--- src/hdl/ste_pkg.sv ---
// Shared types and constants for the subscription table engine.
`timescale 1ns / 1ps

package ste_pkg;

  localparam int TABLE_DEPTH_DEF = 8;

  localparam int REQ_W    = 2;
  localparam int NODE_W   = 8;
  localparam int PARAM_W  = 8;
  localparam int SID_W    = 4;
  localparam int STATUS_W = 3;
  localparam int ENTRY_W  = NODE_W + PARAM_W;
  localparam int SID_LSB  = ENTRY_W - SID_W;

  typedef enum logic [REQ_W-1:0] {
    REQ_ADD    = 2'd0,
    REQ_REMOVE = 2'd1,
    REQ_LIST   = 2'd2,
    REQ_NONE   = 2'd3
  } req_t;

  typedef enum logic [STATUS_W-1:0] {
    ST_OK       = 3'd0,
    ST_DUP      = 3'd1,
    ST_FULL     = 3'd2,
    ST_NOTFOUND = 3'd3,
    ST_EMPTY    = 3'd4
  } status_t;

endpackage

--- src/hdl/ste_mem.sv ---
// Entry store with a write port and a registered read port: one write and one registered read per cycle.
`timescale 1ns / 1ps

module ste_mem #(
  parameter int DEPTH = ste_pkg::TABLE_DEPTH_DEF,
  parameter int AW    = 3
) (
  input  logic                       clk,
  input  logic                       we,
  input  logic [AW-1:0]              wa,
  input  logic [ste_pkg::ENTRY_W-1:0] wd,
  input  logic                       re,
  input  logic [AW-1:0]              ra,
  output logic [ste_pkg::ENTRY_W-1:0] rd
);

  logic [ste_pkg::ENTRY_W-1:0] mem [0:DEPTH-1];
  logic [ste_pkg::ENTRY_W-1:0] rd_r;

  always_ff @(posedge clk) begin
    if (we) begin
      mem[wa] <= wd;
    end
    if (re) begin
      rd_r <= mem[ra];
    end
  end

  assign rd = rd_r;

endmodule

--- src/hdl/subscription_table_engine.sv ---
// Top level of the subscription table engine: request sequencer around the entry store.
`timescale 1ns / 1ps
// Usage:
// The input channel carries one request per beat: add, remove by socket id, or list.
// The result channel returns one beat for add and remove, and one beat per stored
// entry for list (or a single empty-list beat); out_last marks the final beat.
// A request is taken only while the sequencer is idle; in_stall is high otherwise.
// Requests of the unused kind are taken and dropped without any result.
// The entry store has a registered read, so the sequencer steps through states:
// each entry scanned passes through a read and a compare state, each entry moved
// down by a remove through a read and a write state, and each listed entry through
// a read and an output state. The next request may be taken while the last result
// still waits in the output register.
// When the receiver stalls, the output register holds its beat and the sequencer waits
// once its next beat is ready. Reset empties the table and drops any pending beat; the
// store contents need no clearing because only entries below the count are ever read.

module subscription_table_engine #(
  parameter int TABLE_DEPTH = ste_pkg::TABLE_DEPTH_DEF
) (
  input  logic                         clk,
  input  logic                         rst_n,
  input  logic                         in_valid,
  output logic                         in_stall,
  input  logic [ste_pkg::REQ_W-1:0]    in_req_type,
  input  logic [ste_pkg::NODE_W-1:0]   in_node_byte,
  input  logic [ste_pkg::PARAM_W-1:0]  in_param_byte,
  input  logic [ste_pkg::SID_W-1:0]    in_remove_id,
  output logic                         out_valid,
  input  logic                         out_stall,
  output logic [ste_pkg::STATUS_W-1:0] out_status,
  output logic [ste_pkg::NODE_W-1:0]   out_node,
  output logic [ste_pkg::PARAM_W-1:0]  out_param,
  output logic                         out_last
);

  localparam int AW = (TABLE_DEPTH > 1) ? $clog2(TABLE_DEPTH) : 1;
  localparam int CW = $clog2(TABLE_DEPTH + 1);

  typedef enum logic [7:0] {
    S_IDLE = 8'b00000001,
    S_SRD  = 8'b00000010,
    S_SCMP = 8'b00000100,
    S_MRD  = 8'b00001000,
    S_MWR  = 8'b00010000,
    S_LRD  = 8'b00100000,
    S_LOUT = 8'b01000000,
    S_RESP = 8'b10000000
  } state_t;

  state_t                         state_r, state_nxt;
  logic [CW-1:0]                  count_r, count_nxt;
  logic [CW-1:0]                  idx_r, idx_nxt;
  logic [CW-1:0]                  idx_inc;
  ste_pkg::req_t                  kind_r, kind_nxt;
  logic [ste_pkg::SID_W-1:0]      sid_r, sid_nxt;
  logic [ste_pkg::ENTRY_W-1:0]    entry_r, entry_nxt;
  ste_pkg::status_t               status_r, status_nxt;

  logic                           out_valid_r, out_valid_nxt;
  logic [ste_pkg::STATUS_W-1:0]   out_status_r, out_status_nxt;
  logic [ste_pkg::NODE_W-1:0]     out_node_r, out_node_nxt;
  logic [ste_pkg::PARAM_W-1:0]    out_param_r, out_param_nxt;
  logic                           out_last_r, out_last_nxt;
  logic                           out_free;

  logic                           mem_we;
  logic [AW-1:0]                  mem_wa;
  logic [ste_pkg::ENTRY_W-1:0]    mem_wd;
  logic                           mem_re;
  logic [AW-1:0]                  mem_ra;
  logic [ste_pkg::ENTRY_W-1:0]    mem_rd;

  ste_mem #(
    .DEPTH (TABLE_DEPTH),
    .AW    (AW)
  ) u_mem (
    .clk (clk),
    .we  (mem_we),
    .wa  (mem_wa),
    .wd  (mem_wd),
    .re  (mem_re),
    .ra  (mem_ra),
    .rd  (mem_rd)
  );

  assign idx_inc  = idx_r + CW'(1);
  assign out_free = !out_valid_r || !out_stall;
  assign in_stall = (state_r != S_IDLE);

  always_comb begin
    state_nxt      = state_r;
    count_nxt      = count_r;
    idx_nxt        = idx_r;
    kind_nxt       = kind_r;
    sid_nxt        = sid_r;
    entry_nxt      = entry_r;
    status_nxt     = status_r;
    out_valid_nxt  = out_valid_r && out_stall;
    out_status_nxt = out_status_r;
    out_node_nxt   = out_node_r;
    out_param_nxt  = out_param_r;
    out_last_nxt   = out_last_r;
    mem_we         = 1'b0;
    mem_wa         = idx_r[AW-1:0];
    mem_wd         = entry_r;
    mem_re         = 1'b0;
    mem_ra         = idx_r[AW-1:0];

    case (state_r)
      S_IDLE: begin
        if (in_valid) begin
          kind_nxt  = ste_pkg::req_t'(in_req_type);
          entry_nxt = {in_node_byte, in_param_byte};
          idx_nxt   = '0;
          case (ste_pkg::req_t'(in_req_type))
            ste_pkg::REQ_ADD: begin
              sid_nxt   = in_node_byte[ste_pkg::NODE_W-1 -: ste_pkg::SID_W];
              state_nxt = S_SRD;
            end
            ste_pkg::REQ_REMOVE: begin
              sid_nxt   = in_remove_id;
              state_nxt = S_SRD;
            end
            ste_pkg::REQ_LIST: begin
              if (count_r == '0) begin
                status_nxt = ste_pkg::ST_EMPTY;
                state_nxt  = S_RESP;
              end else begin
                state_nxt = S_LRD;
              end
            end
            default: begin
              state_nxt = S_IDLE;
            end
          endcase
        end
      end
      S_SRD: begin
        if (idx_r != count_r) begin
          mem_re    = 1'b1;
          state_nxt = S_SCMP;
        end else begin
          state_nxt = S_RESP;
          if (kind_r == ste_pkg::REQ_ADD) begin
            if (count_r == CW'(TABLE_DEPTH)) begin
              status_nxt = ste_pkg::ST_FULL;
            end else begin
              mem_we     = 1'b1;
              mem_wa     = count_r[AW-1:0];
              count_nxt  = count_r + CW'(1);
              status_nxt = ste_pkg::ST_OK;
            end
          end else begin
            status_nxt = ste_pkg::ST_NOTFOUND;
          end
        end
      end
      S_SCMP: begin
        if (mem_rd[ste_pkg::ENTRY_W-1 -: ste_pkg::SID_W] == sid_r) begin
          if (kind_r == ste_pkg::REQ_ADD) begin
            status_nxt = ste_pkg::ST_DUP;
            state_nxt  = S_RESP;
          end else begin
            state_nxt = S_MRD;
          end
        end else begin
          idx_nxt   = idx_inc;
          state_nxt = S_SRD;
        end
      end
      S_MRD: begin
        if (idx_inc != count_r) begin
          mem_re    = 1'b1;
          mem_ra    = idx_inc[AW-1:0];
          state_nxt = S_MWR;
        end else begin
          count_nxt  = count_r - CW'(1);
          status_nxt = ste_pkg::ST_OK;
          state_nxt  = S_RESP;
        end
      end
      S_MWR: begin
        mem_we    = 1'b1;
        mem_wd    = mem_rd;
        idx_nxt   = idx_inc;
        state_nxt = S_MRD;
      end
      S_LRD: begin
        mem_re    = 1'b1;
        state_nxt = S_LOUT;
      end
      S_LOUT: begin
        if (out_free) begin
          out_valid_nxt  = 1'b1;
          out_status_nxt = ste_pkg::ST_OK;
          out_node_nxt   = mem_rd[ste_pkg::ENTRY_W-1 -: ste_pkg::NODE_W];
          out_param_nxt  = mem_rd[ste_pkg::PARAM_W-1:0];
          out_last_nxt   = (idx_inc == count_r);
          idx_nxt        = idx_inc;
          state_nxt      = (idx_inc == count_r) ? S_IDLE : S_LRD;
        end
      end
      S_RESP: begin
        if (out_free) begin
          out_valid_nxt  = 1'b1;
          out_status_nxt = status_r;
          out_node_nxt   = '0;
          out_param_nxt  = '0;
          out_last_nxt   = 1'b1;
          state_nxt      = S_IDLE;
        end
      end
      default: begin
        state_nxt = S_IDLE;
      end
    endcase
  end

  always_ff @(posedge clk) begin
    if (!rst_n) begin
      state_r     <= S_IDLE;
      count_r     <= '0;
      out_valid_r <= 1'b0;
    end else begin
      state_r     <= state_nxt;
      count_r     <= count_nxt;
      out_valid_r <= out_valid_nxt;
    end
  end

  always_ff @(posedge clk) begin
    idx_r        <= idx_nxt;
    kind_r       <= kind_nxt;
    sid_r        <= sid_nxt;
    entry_r      <= entry_nxt;
    status_r     <= status_nxt;
    out_status_r <= out_status_nxt;
    out_node_r   <= out_node_nxt;
    out_param_r  <= out_param_nxt;
    out_last_r   <= out_last_nxt;
  end

  assign out_valid  = out_valid_r;
  assign out_status = out_status_r;
  assign out_node   = out_node_r;
  assign out_param  = out_param_r;
  assign out_last   = out_last_r;

endmodule

--- config.mk ---
export PLATFORM = sky130hd
export DESIGN_NAME = subscription_table_engine
export DESIGN_NICKNAME = d
export VERILOG_FILES = /design/src/hdl/ste_pkg.sv /design/src/hdl/ste_mem.sv /design/src/hdl/subscription_table_engine.sv
export SDC_FILE = /design/constraint.sdc
export NUM_CORES = 1
export LEC_CHECK = 0
export ABC_CLOCK_PERIOD_IN_PS = 3400
export BUFFER_PORTS_ARGS = -buffer_cell sky130_fd_sc_hd__buf_2
export CELL_PAD_IN_SITES_DETAIL_PLACEMENT = 0
export CELL_PAD_IN_SITES_GLOBAL_PLACEMENT = 1
export CORE_ASPECT_RATIO = 1.5
export CORE_MARGIN = 1
export CORE_UTILIZATION = 35
export DETAILED_ROUTE_END_ITERATION = 10
export PLACE_DENSITY_LB_ADDON = 0.1
export SETUP_SLACK_MARGIN = 0.15
export SLEW_MARGIN = 20
export SYNTH_ARGS = -nofsm -noshare
export SYNTH_HDL_FRONTEND = slang
export SYNTH_SLANG_ARGS = --single-unit
--- constraint.sdc ---
create_clock -name clk -period 3.4 [get_ports clk]
set_input_delay 0.68 -clock clk [delete_from_list [all_inputs] [get_ports clk]]
set_output_delay 0.68 -clock clk [all_outputs]
set_load 0.01 [all_outputs]
### Word-level counts from Yosys, hierarchy flattened

Memories as Yosys holds them, arrays and structs flattened. A register that Yosys moved wholly into a read port is not among the register bits.
Index checks and enable logic that the tools add are counted.

* register bits after elaboration: 62
* bits in writable memories: 128
* memories: 1

* add/subtract/negate cells: 3
* eq/ne operators: 28
* multiplexer cells: 60
* reductions and logical operators: 21

Memories
* u_mem.mem: depth 8, width 16, rd ports 1, clocked after memory_dff 1, write ports 1, RTL line ste_mem.sv:17 `logic [ste_pkg::ENTRY_W-1:0] mem [0:DEPTH-1];`

Operator list (count)
* $mux W8: 11
* $pmux W8 S8: 1
* $mux W3: 16
* $pmux W8 S2: 3
* $mux W4: 7
* $ne A2 B2 Y1 const B: 11
* $mux W16: 1
* $pmux W4 S2: 2
* $pmux W4 S4: 1
* $pmux W3 S4: 1
* $mux W1: 11
* $reduce_and A3 Y1: 3
* $add A4 B1 Y4 const B: 2
* $eq A4 B4 Y1: 2
* $eq A8 B1 Y1 const B: 1
* $eq A8 B2 Y1 const B: 1
* $eq A8 B3 Y1 const B: 1
* $eq A8 B4 Y1 const B: 1
* $eq A8 B5 Y1 const B: 1
* $eq A8 B6 Y1 const B: 1
* $eq A8 B7 Y1 const B: 1
* $eq A8 B8 Y1 const B: 1
* $ne A4 B4 Y1: 2
* $ne A8 B1 Y1 const B: 1
* 22 further kinds: 29

### Depth between registers and ports, before layout

Gate-level depths: netlist of the first run.

* word-level depth: 7
* depth in mapped cells: 10
* depth with buffers taken out: 9

### Cells and area by module

From an unflattened synthesis of the first run, not the netlist that was laid out.

* cells, all modules: 483
* area total of the unflattened synthesis: 8604.5 um^2

Modules (own cells, without submodules)
* ste_mem: times used 1, cells each 214, area an instance 5454.0 um^2, seq. area each 4324.1 um^2
* subscription_table_engine: times used 1, cells each 269, area an instance 3150.5 um^2, seq. area each 1731.7 um^2

### Worst setup path after synthesis of the first run

OpenSTA, ideal clock, no wires.

* kind: register to register
* from: register idx_r[0]
* to: memory u_mem.mem[0][0] in the netlist's numbering, enable pin
* library setup time: 0.409 ns
* data arrival time: 2.758 ns
* path slack: 0.232 ns
* stages on the path, launching flop included: 7
* buffers on the path: 1
* path through: edfxtp_1 > buf_2 > xor2_1 > nand4bb_1 > nor3_1 > o21ai_0 > nor3_1

* longest elaborated chain between the ends: 5
* elaborated cells between the ends (all ways): 9
* those cells by class: eq/ne: 1; mux: 8

Ends and longest elaborated chain
* from (decl): RTL line subscription_table_engine.sv:53 `logic [CW-1:0] idx_r, idx_nxt;`
* from (signal assigned): RTL line subscription_table_engine.sv:233 `idx_r <= idx_nxt;`
* $ne A4 B4 Y1: RTL line subscription_table_engine.sv:140 `if (idx_r != count_r) begin`
* $mux W1: RTL line subscription_table_engine.sv:140
* $pmux W1 S2: RTL line subscription_table_engine.sv:110 `case (state_r)`
* $mux W1: RTL line ste_mem.sv:21 `if (we) begin`
* $mux W1 (implied by the code): RTL line ste_mem.sv:22 `mem[wa] <= wd;`
* to (decl): RTL line ste_mem.sv:17

Several ways; a longest one is shown, not always the timed one.

### Worst setup path in the final report of the first run

* from: register state_r[7]
* to: memory u_mem.mem[7][13] in the netlist's numbering, enable pin

* longest elaborated chain between the ends: 4
* elaborated cells between the ends (all ways): 6
* those cells by class: eq/ne: 2; mux: 4

Ends and longest elaborated chain
* from (decl): RTL line subscription_table_engine.sv:51 `state_t state_r, state_nxt;`
* from (signal assigned): RTL line subscription_table_engine.sv:226 `state_r <= state_nxt;`
* $eq A8 B5 Y1 or $eq A8 B2 Y1 (tied branches): RTL line subscription_table_engine.sv:110
* $pmux W1 S2: RTL line subscription_table_engine.sv:110
* $mux W1: RTL line ste_mem.sv:21
* $mux W1 (implied by the code): RTL line ste_mem.sv:22

Several ways; a longest one is shown, not always the timed one.

==> impl_metrics.yaml, run 1 <==
pwr:
  seq_power_share_pct: 50.3
  switching_share_pct: 25.00
  power_switching_mw: 1.436
  p_leak_nw: 3.954
  clock_power_share_pct: 36.3
  combinationalPowerShare_pct: 13.4
  p_per_area_nw_per_um2: 510.4
  internal-power_mw: 4.311
  vdd_ir_drop_max_v: 0.0003132
run_status:
  status: "finished, final reports clean"
place:
  hpwl_um: 17770
  place_area_um2: 10650
  place_ws_ns: 0.5234
  numPortBuffers: 47
  gp_congestion: 0.8856
critical_path:
  worst_setup_path_start_kind: "flop"
  worst_ep_required_time_ns: 3.58
  r2r-start: "state_r[7]$_SDFFE_PN0P_"
  cp_top_family: "simple AND/OR/NAND/NOR gates"
  reg2reg_depth: 6
  crit_chain: "nor4_4 > nand4b_1 > nor3_1 > o21ai_0 > nor2_1 > buf_4"
  r2r-end: "u_mem.mem[7][13]$_DFFE_PP_"
  crit_type: "reg -> reg"
  cp_slowest_cell: "nor3_1"
  r2r_slack_ns: 0.48
  path_buf_inv: 1
  critPathCaptureType: "flop"
  arrival_ns: 3.10
  path_max_fanout: 16
  max_stage_delay_ns: 0.61
cts:
  clock-root-buffer: "clkbuf_16"
  clk_pin_slew_ns: 0.06
  cts-resized-gates: 0
  postCtsSetupRepairBufs: 0
  cts_htree_levels: 1
  cts_hold_buf: 0
  tritoncts: "done"
  cts.sinks: 206
  clockBufferDepth: 3
  worstSkewPairLatency_ns: 0.52
  cts_inserted_buffers: 21
worst_hold_path:
  hold_depth: 1
  min_path_type: "in -> reg"
  min_from: "in_param_byte[7]"
  whs_endpoint: "entry_r[7]$_DFFE_PP_"
detailed_routing:
  via_per_inst: 5.459
  ant_nets: 0
  num_vias: 6349
  wl_per_cell_um: 22.68
  dr.pass1.iters: 5
  drt_iter0_drc: 290
  drc: 0
  wirelength_um: 26380
finish:
  area_delta_synth_final_pct: 12.80
  stdcell_area_um2: 11260
  drive_above_1_share_pct: 25.46
  final_nets: 835
  n_antenna_cell: 0
logic_synthesis:
  ys_ff_latch: 206
  synth_area_leaders: "edfxtp_1 (58%), mux2_2 (7.7%), mux2i_1 (6.5%)"
  yosysMostFrequentCell: "edfxtp_1"
  synth_common_cells: "edfxtp_1 (193), nand2_1 (94), mux2_2 (68), mux2i_1 (65), nor2_1 (55)"
  yosys_warnings: 0
  syn_area_um2: 9982
  yosys_most_used_dff: "edfxtp_1"
  seq_area_frac_synth_pct: 60.67
  yosysTopAreaCell: "edfxtp_1"
  synth_top_cell_area_share_pct: 58.06
  synth_edf_count: 193
  synthDistinctLibCells: 53
  synthArstFlopShare_pct: 0
  synthCells: 761
  syn_nets: 791
  syn_avg_cell_area_um2: 13.12
floorplanning:
  io_pins: 48
  core_area_um2: 27960
  fp.dieW_um: 139.9
  fp.dieH_um: 208.8
  rows: 75
  initial_core_util_pct: 35.70
  dieArea_um2: 29210
sta:
  hold_viol: 0
  setup_violations: 0
  final_max_slew_viol_count: 0
  fmax_mhz: 343.0
  tns_ns: 0
  finalCritPeriodShare_pct: 85.75
  setup_ws_ns: 0.4846
  grt_setup_unrepaired: "no"
  relSlewSlack_pct: 43.91
  skew_ns: 0.01846
  holdWs_ns: 0.3292
  period_needed_ns: 2.915
  worst_slew_pin_slew_ns: 0.8414
grt:
  grt_pass1_wl_um: 40480
  met3_usage_pct: 2.291
  grt_max_degree: 71
  grt_pass1_vias: 6769
  grt-ovfl-total: 0
  grt.busiest_layer: "met2"
  use_met2_pct: 33.59
  grt_use_total_pct: 18.38
  antenna_found_initial: 0
  gr-usage-met1_pct: 22.17
job:
  maxCapViolCount: 0
## worst max-delay path by stage
stage / slack (ns) / endpoint / from / cells after the start
final: 0.48 / u_mem.mem[7][13]$_DFFE_PP_ / state_r[7]$_SDFFE_PN0P_ / 6
after global routing: 0.28 / u_mem.mem[4][9]$_DFFE_PP_ / state_r[7]$_SDFFE_PN0P_ / 6
after CTS: 0.50 / u_mem.mem[7][13]$_DFFE_PP_ / state_r[7]$_SDFFE_PN0P_ / 6
after detailed placement: 0.52 / u_mem.mem[3][3]$_DFFE_PP_ / state_r[7]$_SDFFE_PN0P_ / 6
after global placement: 0.40 / u_mem.rd[12]$_DFFE_PP_ / idx_r[0]$_SDFFCE_PN0P_ / 6
after floorplan: 0.23 / u_mem.mem[0][0]$_DFFE_PP_ / idx_r[0]$_SDFFCE_PN0P_ / 6
## flip-flops by register name (all words and copies together) (netlist names)
name,flops
out_valid,1
idx_r,4
out_param,8
status_r,3
sid_r,4
kind_r,2
out_node,8
count_r,4
u_mem.rd,16
state_r,8
entry_r,16
out_last,1
u_mem.mem,128
out_status,3
## layout make-up
class / instances / area [µm²]
fill: 2623 / 16700
sequential: 206 / 6056
multi-input combinational: 492 / 3694
clock buffer: 29 / 555.5
timing repair buffer: 73 / 450.4
tap: 346 / 432.9
inverter: 11 / 41.29
clock inverter: 6 / 30.03
## routing by layer
metal  vias up  wire [µm]
met5         -          0
met4         0        553
met3        30       1005
met2       142      13630
met1      3176      11200
li1       3001          -
## metrics by stage
stage | power [mW] | instances | util, %
6_report | 5.747 | 1163 | 40.26
4_1_cts | 5.824 | 1162 | 40.17
5_1_grt | 5.966 | 1163 | 40.26
2_1_floorplan | 3.477 | 761 | -
3_5_place_dp | 3.716 | 1127 | 38.07
3_3_place_gp | 3.700 | 1127 | 38.07
## cells by family after synthesis
| kind of cell | share of synthesized area, % |
|---|---|
| compound gates | 9.777 |
| xor+xnor | 2.056 |
| fa+ha+maj | 0.5766 |
| buf+inv | 2.607 |
| flops | 60.67 |
| mux | 14.19 |
| simple gates | 10.13 |
## cells in the final DEF, fill, tap and decap left out, types with 3 or more instances in the layout
cell type | netlist | final
clkbuf_1 | 31 | 8
nand2_1 | 94 | 94
xnor2_1 | 12 | 12
or3_1 | 3 | 3
nand2b_1 | 5 | 5
o22ai_1 | 20 | 20
edfxtp_1 | 193 | 193
dfxtp_1 | 13 | 13
o221a_1 | 3 | 3
nor2b_1 | 4 | 4
nor4b_1 | 3 | 3
a21oi_1 | 10 | 9
o221a_2 | 29 | 29
o21ai_0 | 7 | 7
inv_1 | 10 | 10
mux2i_1 | 65 | 65
xor2_1 | 7 | 7
nor2_1 | 55 | 55
buf_4 | 1 | 25
mux2_2 | 68 | 68
nand3_1 | 10 | 10
buf_2 | 16 | 47
and2_1 | 19 | 19
a221oi_1 | 32 | 32
nor3_1 | 12 | 10
clkinv_1 | 0 | 3
nand4_1 | 3 | 3
clkbuf_16 | 0 | 21
## power by group through the flow
stage | combinational (mW) | clock (mW) | sequential, mW
global placement | 0.761 | 0 | 2.94
finish | 0.772 | 2.09 | 2.89
global route | 0.837 | 2.24 | 2.89
detailed placement | 0.774 | 0 | 2.94
floorplan | 0.555 | 0 | 2.92
CTS | 0.775 | 2.16 | 2.89
Note: power is estimated with default switching activity, not from simulation.
==> run 2, diff against run 1 <==
--- a/config.mk
+++ b/config.mk
@@ -13,7 +13,7 @@
 export CORE_MARGIN = 1
 export CORE_UTILIZATION = 35
 export DETAILED_ROUTE_END_ITERATION = 10
-export PLACE_DENSITY_LB_ADDON = 0.1
+export PLACE_DENSITY_LB_ADDON = 0.2
 export SETUP_SLACK_MARGIN = 0.15
 export SLEW_MARGIN = 20
 export SYNTH_ARGS = -nofsm -noshare
==> impl_metrics.yaml, run 2 (same netlist as run 1, synthesis figures left out) <==
critical_path:
  worst_ep_required_time_ns: 2.72
  path_buf_inv: 2
  cp_top_family: "simple AND/OR/NAND/NOR gates"
  worst_setup_path_start_kind: "flop"
  r2r-start: "state_r[7]$_SDFFE_PN0P_"
  crit_chain: "nor4b_1 > and2_1 > inv_1 > buf_2"
  max_stage_delay_ns: 0.52
  arrival_ns: 2.03
  cp_slowest_cell: "dfxtp_1"
  critPathCaptureType: "output pin"
  r2r_slack_ns: 0.78
  crit_type: "reg -> out"
  crit_start: "state_r[0]$_SDFFE_PN1P_"
  path_max_fanout: 10
floorplanning:
  initial_core_util_pct: 35.70
  rows: 75
  fp.dieH_um: 208.8
  io_pins: 48
  core_area_um2: 27960
  dieArea_um2: 29210
  fp.dieW_um: 139.9
cts:
  clockBufferDepth: 3
  clock-root-buffer: "clkbuf_16"
  cts_htree_levels: 1
  cts-resized-gates: 0
  cts_inserted_buffers: 21
  clk_pin_slew_ns: 0.07
  cts_hold_buf: 0
  worstSkewPairLatency_ns: 0.51
  tritoncts: "done"
  postCtsSetupRepairBufs: 0
  cts.sinks: 206
sta:
  final_max_slew_viol_count: 0
  worst_slew_pin_slew_ns: 0.8262
  hold_viol: 0
  setup_violations: 0
  skew_ns: 0.01453
  fmax_mhz: 369.6
  holdWs_ns: 0.3404
  setup_ws_ns: 0.6941
  relSlewSlack_pct: 44.92
  grt_setup_unrepaired: "no"
  period_needed_ns: 2.706
  tns_ns: 0
  finalCritPeriodShare_pct: 79.59
detailed_routing:
  drc: 0
  top_layer: "met4"
  num_vias: 6513
  drt_iter0_drc: 395
  wl_met3_um: 955
  wirelength_um: 25840
  dr.pass1.iters: 5
  wl_per_cell_um: 22.18
  wl_met2_um: 13680
  via_per_inst: 5.591
  wl_met1_um: 10500
  ant_nets: 0
finish:
  fill_cells: 2620
  final_nets: 838
  final_cells: 1165
  final_cell_mix: "edfxtp_1 (193), nand2_1 (94), mux2_2 (68)"
  area_delta_synth_final_pct: 13.79
  top_register: "u_mem.mem"
  n_antenna_cell: 0
  drive_above_1_share_pct: 26.25
  largest_reg_flops: 128
  final_common_cell: "edfxtp_1"
grt:
  antenna_found_initial: 0
  grt-ovfl-total: 0
  grt_max_degree: 72
  grt_use_total_pct: 17.75
  grt_pass1_vias: 6674
  grt_pass1_wl_um: 39360
job:
  maxCapViolCount: 0
pwr:
  total_power_mw: 5.917
  p_per_area_nw_per_um2: 521.0
  vdd_ir_drop_max_v: 0.0002559
  p_leak_nw: 4.007
worst_hold_path:
  min_from: "in_param_byte[4]"
  min_path_type: "in -> reg"
run_status:
  status: "finished, final reports clean"
place:
  gp_congestion: 0.8910
  hpwl_um: 16840
  place_ws_ns: 0.7738
  dp_cells: 1131
  numPortBuffers: 47
## run 2: cell count changes in the layout (fill, tap and decap cells not counted), sizes merged
cell	change
buf	+3
bufinv	+2
clkbuf	-2
clkinv	-2
clkinvlp	+1
## run 2: area by class of cell
cell class	instances	area [µm²]	share of cell area (%)
sequential	206	6056	53.32
multi-input combinational	492	3692	32.51
tap	346	432.9	3.811
timing repair buffer	76	478.0	4.208
clock buffer	27	568.0	5.001
clock inverter	7	90.09	0.7931
inverter	11	41.29	0.3635
## run 2: final timing paths
path                                 endpoint  cells past startpoint
hold reg to reg   out_status[1]$_SDFFCE_PP0P_                      2
hold / removal           entry_r[4]$_DFFE_PP_                      1
setup / recovery                     in_stall                      4
setup reg to reg   u_mem.mem[5][10]$_DFFE_PP_                      7
## run 2: power breakdown
part           total [mW]  internal (mW)  switching [mW]
clock network        2.28           1.33           0.952
registers            2.89           2.86          0.0331
logic               0.751          0.317           0.434
## run 2: routing by layer
layer	GRT usage [%]	up-vias
li1	-	2992
met1	20.46	3314
met2	33.19	161
met3	2.085	46
met4	6.821	0
met5	0	-
## run 2: per-stage QoR
| stage | utilization [%] | cell area, µm² |
|---|---|---|
| 2_1_floorplan | - | 9982 |
| 3_3_place_gp | 38.26 | 10700 |
| 3_5_place_dp | 38.26 | 10700 |
| 4_1_cts | 40.62 | 11360 |
| 5_1_grt | 40.62 | 11360 |
| 6_report | 40.62 | 11360 |
